### src/csls_pkg.sv
package csls_pkg;

    localparam int CFG_INDEX_BITS = 3;
    localparam int CFG_DATA_BITS  = 16;
    localparam int CUR_BITS       = 16;
    localparam int MAG_BITS       = 15;
    localparam int TICK_BITS      = 16;

    typedef enum logic [CFG_INDEX_BITS-1:0] {
        REG_REV_CHARGE_TH = 3'd0,
        REG_REV_FULL_TH   = 3'd1,
        REG_FWD_CHARGE_TH = 3'd2,
        REG_FWD_FULL_TH   = 3'd3,
        REG_HALF_SEC      = 3'd4,
        REG_ONE_SEC       = 3'd5,
        REG_THREE_SEC     = 3'd6,
        REG_COLOR_DELAY   = 3'd7
    } cfg_reg_t;

    typedef enum logic [2:0] {
        MODE_IDLE     = 3'd0,
        MODE_FORWARD  = 3'd1,
        MODE_BACKWARD = 3'd2,
        MODE_BIDIR    = 3'd3
    } ctrl_mode_t;

    typedef enum logic [3:0] {
        CS_PRE   = 4'd0,
        CS_CC    = 4'd1,
        CS_CV    = 4'd2,
        CS_FLOAT = 4'd3,
        CS_FULL  = 4'd4,
        CS_STOP  = 4'd5,
        CS_IDLE  = 4'd6,
        CS_FAULT = 4'd7,
        CS_POWER = 4'd8
    } charge_state_t;

    localparam logic [TICK_BITS-1:0] HALF_SEC_RESET    = 16'd500;
    localparam logic [TICK_BITS-1:0] ONE_SEC_RESET     = 16'd1000;
    localparam logic [TICK_BITS-1:0] THREE_SEC_RESET   = 16'd3000;
    localparam logic [TICK_BITS-1:0] COLOR_DELAY_RESET = 16'd200;

    typedef struct packed {
        logic [MAG_BITS-1:0]  rev_charge_th;
        logic [MAG_BITS-1:0]  rev_full_th;
        logic [MAG_BITS-1:0]  fwd_charge_th;
        logic [MAG_BITS-1:0]  fwd_full_th;
        logic [TICK_BITS-1:0] half_sec;
        logic [TICK_BITS-1:0] one_sec;
        logic [TICK_BITS-1:0] three_sec;
        logic [TICK_BITS-1:0] color_delay;
    } cfg_t;

    // saturated magnitude of a signed current
    function automatic logic [MAG_BITS-1:0] cur_magnitude(input logic [CUR_BITS-1:0] raw);
        logic [CUR_BITS-1:0] neg;
        begin
            neg = ~raw + 16'd1;
            if (!raw[CUR_BITS-1])
            begin
                cur_magnitude = raw[MAG_BITS-1:0];
            end
            else if (neg[CUR_BITS-1])
            begin
                cur_magnitude = '1;
            end
            else
            begin
                cur_magnitude = neg[MAG_BITS-1:0];
            end
        end
    endfunction

endpackage

### src/csls_cfg_regs.sv
module csls_cfg_regs
(
    input  logic                                clk,
    input  logic                                rst_n,
    input  logic                                cfg_write_en,
    input  logic [csls_pkg::CFG_INDEX_BITS-1:0] cfg_index,
    input  logic [csls_pkg::CFG_DATA_BITS-1:0]  cfg_data,
    output csls_pkg::cfg_t                      cfg
);

    csls_pkg::cfg_t cfg_reg;
    csls_pkg::cfg_t cfg_next;

    always_comb
    begin
        cfg_next = cfg_reg;
        if (cfg_write_en)
        begin
            unique case (csls_pkg::cfg_reg_t'(cfg_index))
                csls_pkg::REG_REV_CHARGE_TH:
                    cfg_next.rev_charge_th = cfg_data[csls_pkg::MAG_BITS-1:0];
                csls_pkg::REG_REV_FULL_TH:
                    cfg_next.rev_full_th = cfg_data[csls_pkg::MAG_BITS-1:0];
                csls_pkg::REG_FWD_CHARGE_TH:
                    cfg_next.fwd_charge_th = cfg_data[csls_pkg::MAG_BITS-1:0];
                csls_pkg::REG_FWD_FULL_TH:
                    cfg_next.fwd_full_th = cfg_data[csls_pkg::MAG_BITS-1:0];
                csls_pkg::REG_HALF_SEC:
                    cfg_next.half_sec = cfg_data;
                csls_pkg::REG_ONE_SEC:
                    cfg_next.one_sec = cfg_data;
                csls_pkg::REG_THREE_SEC:
                    cfg_next.three_sec = cfg_data;
                csls_pkg::REG_COLOR_DELAY:
                    cfg_next.color_delay = cfg_data;
                default:
                    cfg_next = cfg_reg;
            endcase
        end
    end

    always_ff @(posedge clk or negedge rst_n)
    begin
        if (!rst_n)
        begin
            cfg_reg.rev_charge_th <= '0;
            cfg_reg.rev_full_th   <= '0;
            cfg_reg.fwd_charge_th <= '0;
            cfg_reg.fwd_full_th   <= '0;
            cfg_reg.half_sec      <= csls_pkg::HALF_SEC_RESET;
            cfg_reg.one_sec       <= csls_pkg::ONE_SEC_RESET;
            cfg_reg.three_sec     <= csls_pkg::THREE_SEC_RESET;
            cfg_reg.color_delay   <= csls_pkg::COLOR_DELAY_RESET;
        end
        else
        begin
            cfg_reg <= cfg_next;
        end
    end

    assign cfg = cfg_reg;

endmodule

### src/charger_status_led_sequencer_unit.sv
// Charger status lamp sequencer. Each input item is one tick (nominally 1 ms)
// and yields exactly one result item: three mode lamps decoded from ctrl_mode
// and a red/green bicolor lamp driven from the fault flag, the charge state and,
// in the power state, the absolute current against the selected thresholds.
// An item passes through the input register and then the result register, and
// one item is taken every cycle; the only limit is the output stall, which
// backs up through both registers. The user must write the configuration
// registers through the cfg port only while no item is in flight; the block
// itself does not enforce this. COUNT_BITS sets the width of the blink and
// delay counters, which saturate at their top value.
module charger_status_led_sequencer_unit
#(
    parameter int COUNT_BITS = 16
)
(
    input  logic                                clk,
    input  logic                                rst_n,

    input  logic                                cfg_write_en,
    input  logic [csls_pkg::CFG_INDEX_BITS-1:0] cfg_index,
    input  logic [csls_pkg::CFG_DATA_BITS-1:0]  cfg_data,

    input  logic                                in_valid,
    output logic                                in_stall,
    input  logic [2:0]                          ctrl_mode,
    input  logic [3:0]                          charge_state,
    input  logic                                fault_active,
    input  logic                                reverse_path,
    input  logic signed [15:0]                  low_side_current,
    input  logic signed [15:0]                  high_side_current,

    output logic                                out_valid,
    input  logic                                out_stall,
    output logic                                mode_red_on,
    output logic                                mode_green_on,
    output logic                                mode_yellow_on,
    output logic                                bicolor_is_green,
    output logic                                bicolor_lit
);

    localparam int CMP_W = (COUNT_BITS > csls_pkg::TICK_BITS) ? COUNT_BITS
                                                              : csls_pkg::TICK_BITS;

    csls_pkg::cfg_t cfg;

    csls_cfg_regs u_cfg
    (
        .clk          (clk),
        .rst_n        (rst_n),
        .cfg_write_en (cfg_write_en),
        .cfg_index    (cfg_index),
        .cfg_data     (cfg_data),
        .cfg          (cfg)
    );

    // input register
    logic                         s1_valid_reg;
    logic [2:0]                   s1_mode_reg;
    logic [3:0]                   s1_cstate_reg;
    logic                         s1_fault_reg;
    logic [csls_pkg::MAG_BITS-1:0] s1_cur_reg;
    logic [csls_pkg::MAG_BITS-1:0] s1_chg_th_reg;
    logic [csls_pkg::MAG_BITS-1:0] s1_full_th_reg;

    // state
    logic [COUNT_BITS-1:0] fault_cnt_reg, fault_cnt_next;
    logic                  fault_lvl_reg, fault_lvl_next;
    logic [COUNT_BITS-1:0] shared_cnt_reg, shared_cnt_next;
    logic [COUNT_BITS-1:0] red_cnt_reg, red_cnt_next;
    logic                  green_reg, green_next;
    logic                  lit_reg, lit_next;

    // result register
    logic                  out_valid_reg;
    logic                  red_on_reg, green_on_reg, yellow_on_reg;
    logic                  bi_green_reg, bi_lit_reg;
    logic                  bi_green_next, bi_lit_next;

    logic adv;
    logic in_take;

    assign adv      = !out_valid_reg || !out_stall;
    assign in_stall = s1_valid_reg && !adv;
    assign in_take  = in_valid && !in_stall;

    function automatic logic [COUNT_BITS-1:0] bump(input logic [COUNT_BITS-1:0] c);
        bump = (c == '1) ? c : c + 1'b1;
    endfunction

    function automatic logic reached(input logic [COUNT_BITS-1:0] c,
                                     input logic [csls_pkg::TICK_BITS-1:0] lim);
        reached = CMP_W'(c) >= CMP_W'(lim);
    endfunction

    always_ff @(posedge clk or negedge rst_n)
    begin
        if (!rst_n)
        begin
            s1_valid_reg <= 1'b0;
        end
        else if (adv || !s1_valid_reg)
        begin
            s1_valid_reg <= in_take;
        end
    end

    always_ff @(posedge clk)
    begin
        if (in_take)
        begin
            s1_mode_reg   <= ctrl_mode;
            s1_cstate_reg <= charge_state;
            s1_fault_reg  <= fault_active;
            if (reverse_path)
            begin
                s1_cur_reg     <= csls_pkg::cur_magnitude(high_side_current);
                s1_chg_th_reg  <= cfg.rev_charge_th;
                s1_full_th_reg <= cfg.rev_full_th;
            end
            else
            begin
                s1_cur_reg     <= csls_pkg::cur_magnitude(low_side_current);
                s1_chg_th_reg  <= cfg.fwd_charge_th;
                s1_full_th_reg <= cfg.fwd_full_th;
            end
        end
    end

    always_comb
    begin
        fault_cnt_next  = fault_cnt_reg;
        fault_lvl_next  = fault_lvl_reg;
        shared_cnt_next = shared_cnt_reg;
        red_cnt_next    = red_cnt_reg;
        green_next      = green_reg;
        lit_next        = lit_reg;
        bi_green_next   = green_reg;
        bi_lit_next     = lit_reg;

        if (s1_fault_reg)
        begin
            fault_cnt_next = bump(fault_cnt_reg);
            if (reached(fault_cnt_next, cfg.half_sec))
            begin
                fault_cnt_next = '0;
                fault_lvl_next = !fault_lvl_reg;
            end
            bi_green_next = 1'b0;
            bi_lit_next   = fault_lvl_next;
        end
        else
        begin
            case (s1_cstate_reg) inside
                csls_pkg::CS_PRE, csls_pkg::CS_STOP, csls_pkg::CS_IDLE,
                csls_pkg::CS_FAULT:
                begin
                    green_next      = (s1_cstate_reg == csls_pkg::CS_STOP);
                    shared_cnt_next = bump(shared_cnt_reg);
                    if ((s1_cstate_reg == csls_pkg::CS_IDLE &&
                         reached(shared_cnt_next, cfg.one_sec)) ||
                        (s1_cstate_reg == csls_pkg::CS_FAULT &&
                         reached(shared_cnt_next, cfg.half_sec)) ||
                        ((s1_cstate_reg == csls_pkg::CS_PRE ||
                          s1_cstate_reg == csls_pkg::CS_STOP) &&
                         reached(shared_cnt_next, cfg.three_sec)))
                    begin
                        shared_cnt_next = '0;
                        lit_next        = !lit_reg;
                    end
                end
                csls_pkg::CS_CC, csls_pkg::CS_CV:
                begin
                    green_next = 1'b0;
                    lit_next   = 1'b1;
                end
                csls_pkg::CS_FLOAT, csls_pkg::CS_FULL:
                begin
                    green_next = 1'b1;
                    lit_next   = 1'b1;
                end
                csls_pkg::CS_POWER:
                begin
                    if (green_reg && s1_cur_reg > s1_chg_th_reg)
                    begin
                        red_cnt_next    = '0;
                        shared_cnt_next = bump(shared_cnt_reg);
                    end
                    else if (!green_reg && s1_cur_reg < s1_full_th_reg)
                    begin
                        shared_cnt_next = '0;
                        red_cnt_next    = bump(red_cnt_reg);
                    end
                    if (reached(shared_cnt_next, cfg.color_delay))
                    begin
                        green_next      = 1'b0;
                        shared_cnt_next = '0;
                    end
                    if (reached(red_cnt_next, cfg.color_delay))
                    begin
                        green_next   = 1'b1;
                        red_cnt_next = '0;
                    end
                    lit_next = 1'b1;
                end
                default:
                begin
                    green_next = green_reg;
                end
            endcase
            bi_green_next = green_next;
            bi_lit_next   = lit_next;
        end
    end

    always_ff @(posedge clk or negedge rst_n)
    begin
        if (!rst_n)
        begin
            fault_cnt_reg  <= '0;
            fault_lvl_reg  <= 1'b0;
            shared_cnt_reg <= '0;
            red_cnt_reg    <= '0;
            green_reg      <= 1'b0;
            lit_reg        <= 1'b0;
            out_valid_reg  <= 1'b0;
        end
        else if (adv)
        begin
            out_valid_reg <= s1_valid_reg;
            if (s1_valid_reg)
            begin
                fault_cnt_reg  <= fault_cnt_next;
                fault_lvl_reg  <= fault_lvl_next;
                shared_cnt_reg <= shared_cnt_next;
                red_cnt_reg    <= red_cnt_next;
                green_reg      <= green_next;
                lit_reg        <= lit_next;
            end
        end
    end

    always_ff @(posedge clk)
    begin
        if (adv && s1_valid_reg)
        begin
            red_on_reg    <= (s1_mode_reg == csls_pkg::MODE_BACKWARD);
            green_on_reg  <= (s1_mode_reg == csls_pkg::MODE_FORWARD);
            yellow_on_reg <= (s1_mode_reg == csls_pkg::MODE_BIDIR);
            bi_green_reg  <= bi_green_next;
            bi_lit_reg    <= bi_lit_next;
        end
    end

    assign out_valid        = out_valid_reg;
    assign mode_red_on      = red_on_reg;
    assign mode_green_on    = green_on_reg;
    assign mode_yellow_on   = yellow_on_reg;
    assign bicolor_is_green = bi_green_reg;
    assign bicolor_lit      = bi_lit_reg;

`ifndef SYNTHESIS
    a_stall_needs_item: assert property (@(posedge clk) disable iff (!rst_n)
        in_stall |-> s1_valid_reg)
        else $error("input stalled with empty input register");

    a_drain: assert property (@(posedge clk) disable iff (!rst_n)
        (out_valid && !out_stall && !s1_valid_reg) |=> !out_valid)
        else $error("result repeated after drain");

    a_fault_red: assert property (@(posedge clk) disable iff (!rst_n)
        (s1_valid_reg && adv && s1_fault_reg) |=> (out_valid && !bicolor_is_green))
        else $error("fault item not shown red");

    a_mode_onehot: assert property (@(posedge clk) disable iff (!rst_n)
        out_valid |-> $onehot0({mode_red_on, mode_green_on, mode_yellow_on}))
        else $error("more than one mode lamp lit");

    a_steady_lit: assert property (@(posedge clk) disable iff (!rst_n)
        (s1_valid_reg && adv && !s1_fault_reg &&
         (s1_cstate_reg == csls_pkg::CS_CC || s1_cstate_reg == csls_pkg::CS_CV ||
          s1_cstate_reg == csls_pkg::CS_FLOAT || s1_cstate_reg == csls_pkg::CS_FULL ||
          s1_cstate_reg == csls_pkg::CS_POWER)) |=> bicolor_lit)
        else $error("steady charge state not lit");
`endif

endmodule
### config.mk
export PLATFORM = sky130hd
export DESIGN_NAME = charger_status_led_sequencer_unit
export DESIGN_NICKNAME = d
export VERILOG_FILES = /design/src/csls_pkg.sv /design/src/csls_cfg_regs.sv /design/src/charger_status_led_sequencer_unit.sv
export SDC_FILE = /design/constraint.sdc
export NUM_CORES = 1
export LEC_CHECK = 0
export BUFFER_PORTS_ARGS = -buffer_cell sky130_fd_sc_hd__buf_2
export CORE_AREA = 2 2 181 183
export DETAILED_ROUTE_END_ITERATION = 10
export DIE_AREA = 0 0 183 185
export MAX_ROUTING_LAYER = met4
export SYNTH_ARGS = -nofsm -noshare
export SYNTH_HDL_FRONTEND = slang
export SYNTH_SLANG_ARGS = --single-unit
### constraint.sdc
create_clock -name clk -period 5.2 [get_ports clk]
set_input_delay 0.52 -clock clk [delete_from_list [all_inputs] [get_ports clk]]
set_output_delay 0.52 -clock clk [all_outputs]
set_load 0.02 [all_outputs]
Word level (Yosys, flattened, before mapping):

Index checks and enable logic that the tools add are counted.
W data, S select, Z words.

* equality and inequality tests: 23
* muxes and demuxes: 45
* $lt $le $gt $ge: 8
* add/subtract/negate cells: 5
* reductions and logical operators: 39
* bitwise logic cells: 6

Operator list (count)
* $mux W16: 25
* $mux W15: 7
* $ge A16 B16 Y1: 6
* $add A16 B1 Y16 const B: 5
* $eq A16 B16 Y1 const B: 3
* $not A16 Y16: 2
* $eq A4 B3 Y1 const B: 4
* $reduce_and A2 Y1: 8
* $gt A15 B15 Y1: 1
* $lt A15 B15 Y1: 1
* $mux W1: 13
* $eq A3 B2 Y1 const B: 4
* $eq A3 B3 Y1 const B: 4
* $eq A4 B2 Y1 const B: 2
* $logic_and A1 B1 Y1: 8
* $logic_not A1 Y1: 8
* $reduce_and A7 Y1: 1
* $eq A3 B1 Y1 const B: 2
* $reduce_and A3 Y1: 2
* $reduce_and A6 Y1: 1
* $logic_or A1 B1 Y1: 5
* $eq A4 B1 Y1 const B: 1
* $eq A4 B4 Y1 const B: 1
* $logic_not A4 Y1: 1
* other kinds (6): 11

* bits of input ports: 65
* word-level logic and storage cells: 153
* register bits: 235
* output and inout bits: 7

Logic depth before layout (Yosys ltp):

* depth in word-level cells: 16
* gate-level depth with buffers: 21
* gate-level depth less buffers: 19

Cells and area by module:

A second synthesis with hierarchy kept.

* cells, all modules: 1341
* area total of the unflattened synthesis: 14521.4 um^2

Modules (own cells, without submodules)
* charger_status_led_sequencer_unit: cells an instance 1070, instances 1, sequential area each 3067.9 um^2, area each 9590.4 um^2
* csls_cfg_regs: cells an instance 271, instances 1, sequential area each 3130.5 um^2, area each 4931.0 um^2

Worst setup path after synthesis:

No wires, ideal clock.

* kind: register to register
* start: register s1_cur_reg[12] (netlist bit)
* end: register shared_cnt_reg[8]
* cell stages (with the launch flop): 20
* clock period less this slack: 4.239 ns
* arrival time: 4.172 ns
* required time: 5.134 ns
* setup slack: 0.961 ns
* path buffers: 3
* library setup time: 0.066 ns
* cell sequence: edfxtp_1 ha_1 a21o_1 a21o_1 a211o_1 or2_1 o21ba_2 buf_2 buf_2 a22o_1 ha_1 a21o_1 a2111oi_0 o211ai_1 o221ai_1 nand2_1 nor2_1 clkbuf_1 a22oi_1 nand2_1

* cells in the longest elaborated chain, start to end: 15
* elaborated cells on any way between the ends: 17
* classes of those cells: 3 x order compare; 12 x mux; 2 x reduce/logical

Ends and longest elaborated chain
* from (decl): line charger_status_led_sequencer_unit.sv:61 `logic [csls_pkg::MAG_BITS-1:0] s1_cur_reg;`
* from (signal assigned): line charger_status_led_sequencer_unit.sv:116 `s1_cur_reg <= csls_pkg::cur_magnitude(high_side_current);`
* from (signal assigned): line charger_status_led_sequencer_unit.sv:122 `s1_cur_reg <= csls_pkg::cur_magnitude(low_side_current);`
* $lt A15 B15 Y1: line charger_status_led_sequencer_unit.sv:188 `else if (!green_reg && s1_cur_reg < s1_full_th_reg)`
* $logic_and A1 B1 Y1: line charger_status_led_sequencer_unit.sv:188
* $mux W16: line charger_status_led_sequencer_unit.sv:188
* $mux W16 (*): line charger_status_led_sequencer_unit.sv:183 `if (green_reg && s1_cur_reg > s1_chg_th_reg)`
* $mux W16 (*) (4 in series): line charger_status_led_sequencer_unit.sv:153 `case (s1_cstate_reg) inside`
* $mux W16 (*): line charger_status_led_sequencer_unit.sv:140 `if (s1_fault_reg)`
* $ge A16 B16 Y1: line charger_status_led_sequencer_unit.sv:92 `reached = CMP_W'(c) >= CMP_W'(lim);`
* $mux W16 (*): line charger_status_led_sequencer_unit.sv:193 `if (reached(shared_cnt_next, cfg.color_delay))`
* $mux W16 (*) (4 in series): line charger_status_led_sequencer_unit.sv:153
* to (signal assigned): line charger_status_led_sequencer_unit.sv:234 `shared_cnt_reg <= shared_cnt_next;`
* to (decl): line charger_status_led_sequencer_unit.sv:68 `logic [COUNT_BITS-1:0] shared_cnt_reg, shared_cnt_next;`

Every way passes the cells marked *; elsewhere a longest branch is shown, timed or not. The select of a mux whose other input is x is not followed.
A chain may end at the register's enable or synchronous reset.

Worst setup path in the final report:

* start: register s1_cur_reg[12] (netlist bit)
* end: register red_cnt_reg[14]

* cells in the longest elaborated chain, start to end: 11
* elaborated cells on any way between the ends: 13
* classes of those cells: 3 x order compare; 8 x mux; 2 x reduce/logical

Ends and longest elaborated chain
* $lt A15 B15 Y1: line charger_status_led_sequencer_unit.sv:188
* $logic_and A1 B1 Y1: line charger_status_led_sequencer_unit.sv:188
* $mux W16: line charger_status_led_sequencer_unit.sv:188
* $mux W16 (*): line charger_status_led_sequencer_unit.sv:183
* $mux W16 (*) (4 in series): line charger_status_led_sequencer_unit.sv:153
* $mux W16 (*): line charger_status_led_sequencer_unit.sv:140
* $ge A16 B16 Y1: line charger_status_led_sequencer_unit.sv:92
* $mux W16 (*): line charger_status_led_sequencer_unit.sv:198 `if (reached(red_cnt_next, cfg.color_delay))`
* to (signal assigned): line charger_status_led_sequencer_unit.sv:235 `red_cnt_reg <= red_cnt_next;`
* to (decl): line charger_status_led_sequencer_unit.sv:69 `logic [COUNT_BITS-1:0] red_cnt_reg, red_cnt_next;`

Marked as above.

==> out/metrics.cfg <==
[setup_path]
worst-path-buf-inv = 0
cp-start-kind = register
path_cells = ha_1 -> a21o_1 -> a21o_1 -> a211o_1 -> a211o_1 -> nor3_2 -> and3_1 -> xnor2_1 -> nor2_1 -> ha_1 -> a21o_1 -> nand3_1 -> a31oi_1 -> o21a_1 -> a211o_1 -> or2_2 -> a31o_2 -> a22oi_1
crit_fanout = 7
crit_required_ns = 5.66
critPathCaptureType = register
critPathArrivalTime_ns = 5.03
cp_top_family = compound AO/OA/AOI/OAI gates
cp_slowest_cell = nor3_2
slowest_delay_ns = 0.43
path_class = reg -> reg

[floorplan]
die_area_um2 = 33900
core_area_um2 = 32000
start_util_pct = 44.3
die_y_um = 185
rows = 66
die_x_um = 183
ios = 72

[power_and_ir_drop]
p_per_area_nw_per_um2 = 349
vdd_ir_drop_max_v = 0.000306
leakagePower_uw = 0.00727

[clocking]
clkSinkCount = 235
h-tree-depth = 1
root_buffer = clkbuf_16
insertion_delay_ns = 0.55
cts.path.max_buffers = 3
cts_tree = built
cts_buffers = 27
clk_pin_slew_ns = 0.06

[sta]
clock_skew_ns = 0.0131
max_freq_mhz = 219
period_minus_slack_ns = 4.56
worst_pin_slew_ns = 1.11
post-route-period-util_pct = 87.7
drv_slew = 0
whs_ns = 0.151
hold_viol = 0
setup_viol = 0
rsz0062_at_grt = no
relSlewSlack_pct = 25.8
finalSetupTns_ns = 0
fin_ws_ns = 0.637

[yosys]
synth-main-ff-cell = dfrtp_1
yosys_warnings = 0
syn_area_per_cell_um2 = 10.6
synth_common_cells = 155 x dfrtp_1, 141 x mux2_2, 130 x ha_1, 111 x inv_1, 106 x nand2_1
ys_seq_area_share_pct = 43.6
synth_async_sr_flop_share_pct = 75.3
syn_area_um2 = 14200
ys_types = 72
ys_seq_elements = 235
synth-edff-count = 58
synth_cells = 1345
yosys-top-cells-area = dfrtp_1 27%, edfxtp_1 12%, ha_1 11%
synth_area_leader_cell = dfrtp_1
synth_top_area_share_pct = 27.3
synthesis.nets = 1540
synth_most_common_cell = dfrtp_1

[run_status]
status = completed

[flow_run]
cap_violations = 0

[grt]
grt_antenna_before_repair = 3
grt_pass1_vias = 9994
grt_max_degree = 177
grt_pass1_wl_um = 54500
track_usage_pct = 20.9
gr-total-overflow = 0

[final_layout]
filler_cell_count = 2927
syn2layout_area_growth_pct = 12.5
multi_input_area_um2 = 7450
finalCoreUtilization_pct = 49.9
drive_above_1_share_pct = 22.3
stdcell_count = 1849
largest_register_ffs = 124
finalNetCount = 1612
seq_area_um2 = 6200

[drt]
wl_met1_um = 16400
topRoutingLayerUsed = met4
drt_iter0_drc = 692
via_per_inst = 5.60
drc = 0
ant_nets = 0
route.met2.wl_um = 15300
wire_per_inst_um = 18.3
first_pass_iters = 4
vias = 10400
routed_wl_um = 33900
met3WireLength_um = 1500

[place]
io_buffers = 71
pre_cts_slack_ns = 0.465
hpwl_um = 24700
place_congestion = 0.898
dp.cells = 1795

[hold_path]
holdCritPathClass = in -> reg

-- per-stage QoR --
| stage | power [uW] | cell area [um^2] |
|---|---|---|
| final | 5580 | 16000 |
| after global routing | 5910 | 16000 |
| after CTS | 5630 | 16000 |
| after detailed placement | 3660 | 15100 |
| after global placement | 3610 | 15100 |
| after floorplan | 3260 | 14200 |
-- cells by family (layout without fill, tap and decap cells) --
logic type               after synthesis  in the layout  synth area share [%]
XOR/XNOR                              59             59                  3.64
flip-flops                           235            235                  43.6
other                                  0              3                     0
AND/OR/NAND/NOR                      340            340                  12.2
multiplexers                         150            150                  11.8
adder cells (fa/ha/maj)              130            130                  11.4
AO/OA/AOI/OAI                        276            276                  12.9
buffers and inverters                155            248                  4.34
-- path summary, 6_finish.rpt --
| path | slack (ns) | endpoint | startpoint | cells after the start |
|---|---|---|---|---|
| worst max-delay path | 0.64 | red_cnt_reg[14] | s1_cur_reg[12] | 18 |
| worst min-delay path | 0.15 | s1_cstate_reg[0] | charge_state[0] | 1 |
| worst max register to register | 0.64 | red_cnt_reg[14] | s1_cur_reg[12] | 18 |
| worst min register to register | 0.48 | out_valid | s1_valid_reg | 1 |
| max in group asynchronous | 3.74 | out_valid | rst_n | 3 |
| min in group asynchronous | 0.30 | u_cfg.cfg[33] | rst_n | 2 |
-- repair_timing --
item,4_1_cts,5_1_grt
buffers inserted,0,0
hold endpoints to repair,1,0
setup endpoints to repair,0,3
gates resized for setup,0,1
hold buffers,1,0
-- layout by cell type (no fill, tap or decap), types with 14 or more instances in the layout --
| cell type | netlist | final |
|---|---|---|
| clkbuf_16 | 0 | 28 |
| ha_1 | 130 | 130 |
| buf_4 | 1 | 14 |
| nand4_1 | 24 | 24 |
| xor2_1 | 33 | 33 |
| a22oi_1 | 33 | 33 |
| xnor2_1 | 26 | 26 |
| o21ai_0 | 72 | 72 |
| edfxtp_1 | 58 | 58 |
| nand2_1 | 106 | 106 |
| a31oi_1 | 18 | 18 |
| nor2_1 | 61 | 61 |
| mux2_2 | 141 | 141 |
| inv_1 | 111 | 111 |
| nand2b_1 | 15 | 15 |
| dfrtp_1 | 155 | 155 |
| a21o_1 | 23 | 23 |
| a21oi_1 | 44 | 44 |
| buf_2 | 6 | 70 |
| a22o_1 | 20 | 20 |
| dfstp_2 | 22 | 22 |
| nand3_1 | 43 | 43 |
-- where the power goes --
| part | internal (uW) | leakage [uW] | switching [uW] |
|---|---|---|---|
| logic | 550 | 0.00411 | 662 |
| clock network | 1150 | 0.000435 | 792 |
| registers | 2240 | 0.00272 | 176 |
| total | 3940 | 0.00727 | 1630 |
-- cell type report --
class | count | share of cell area, %
sequential | 235 | 38.8
clock buffer | 34 | 4.59
timing repair buffer | 87 | 3.11
multi-input combinational | 955 | 46.6
clock inverter | 16 | 1.13
antenna | 3 | 0.0470
inverter | 111 | 2.61
tap | 408 | 3.19
-- metal layers --
metal  GRT usage, %  up-vias
li1               -     5065
met1           29.2     5054
met2           32.1      185
met3           3.13       49
met4           5.06        0
met5              -        -
(Power assumes the default switching activity.)
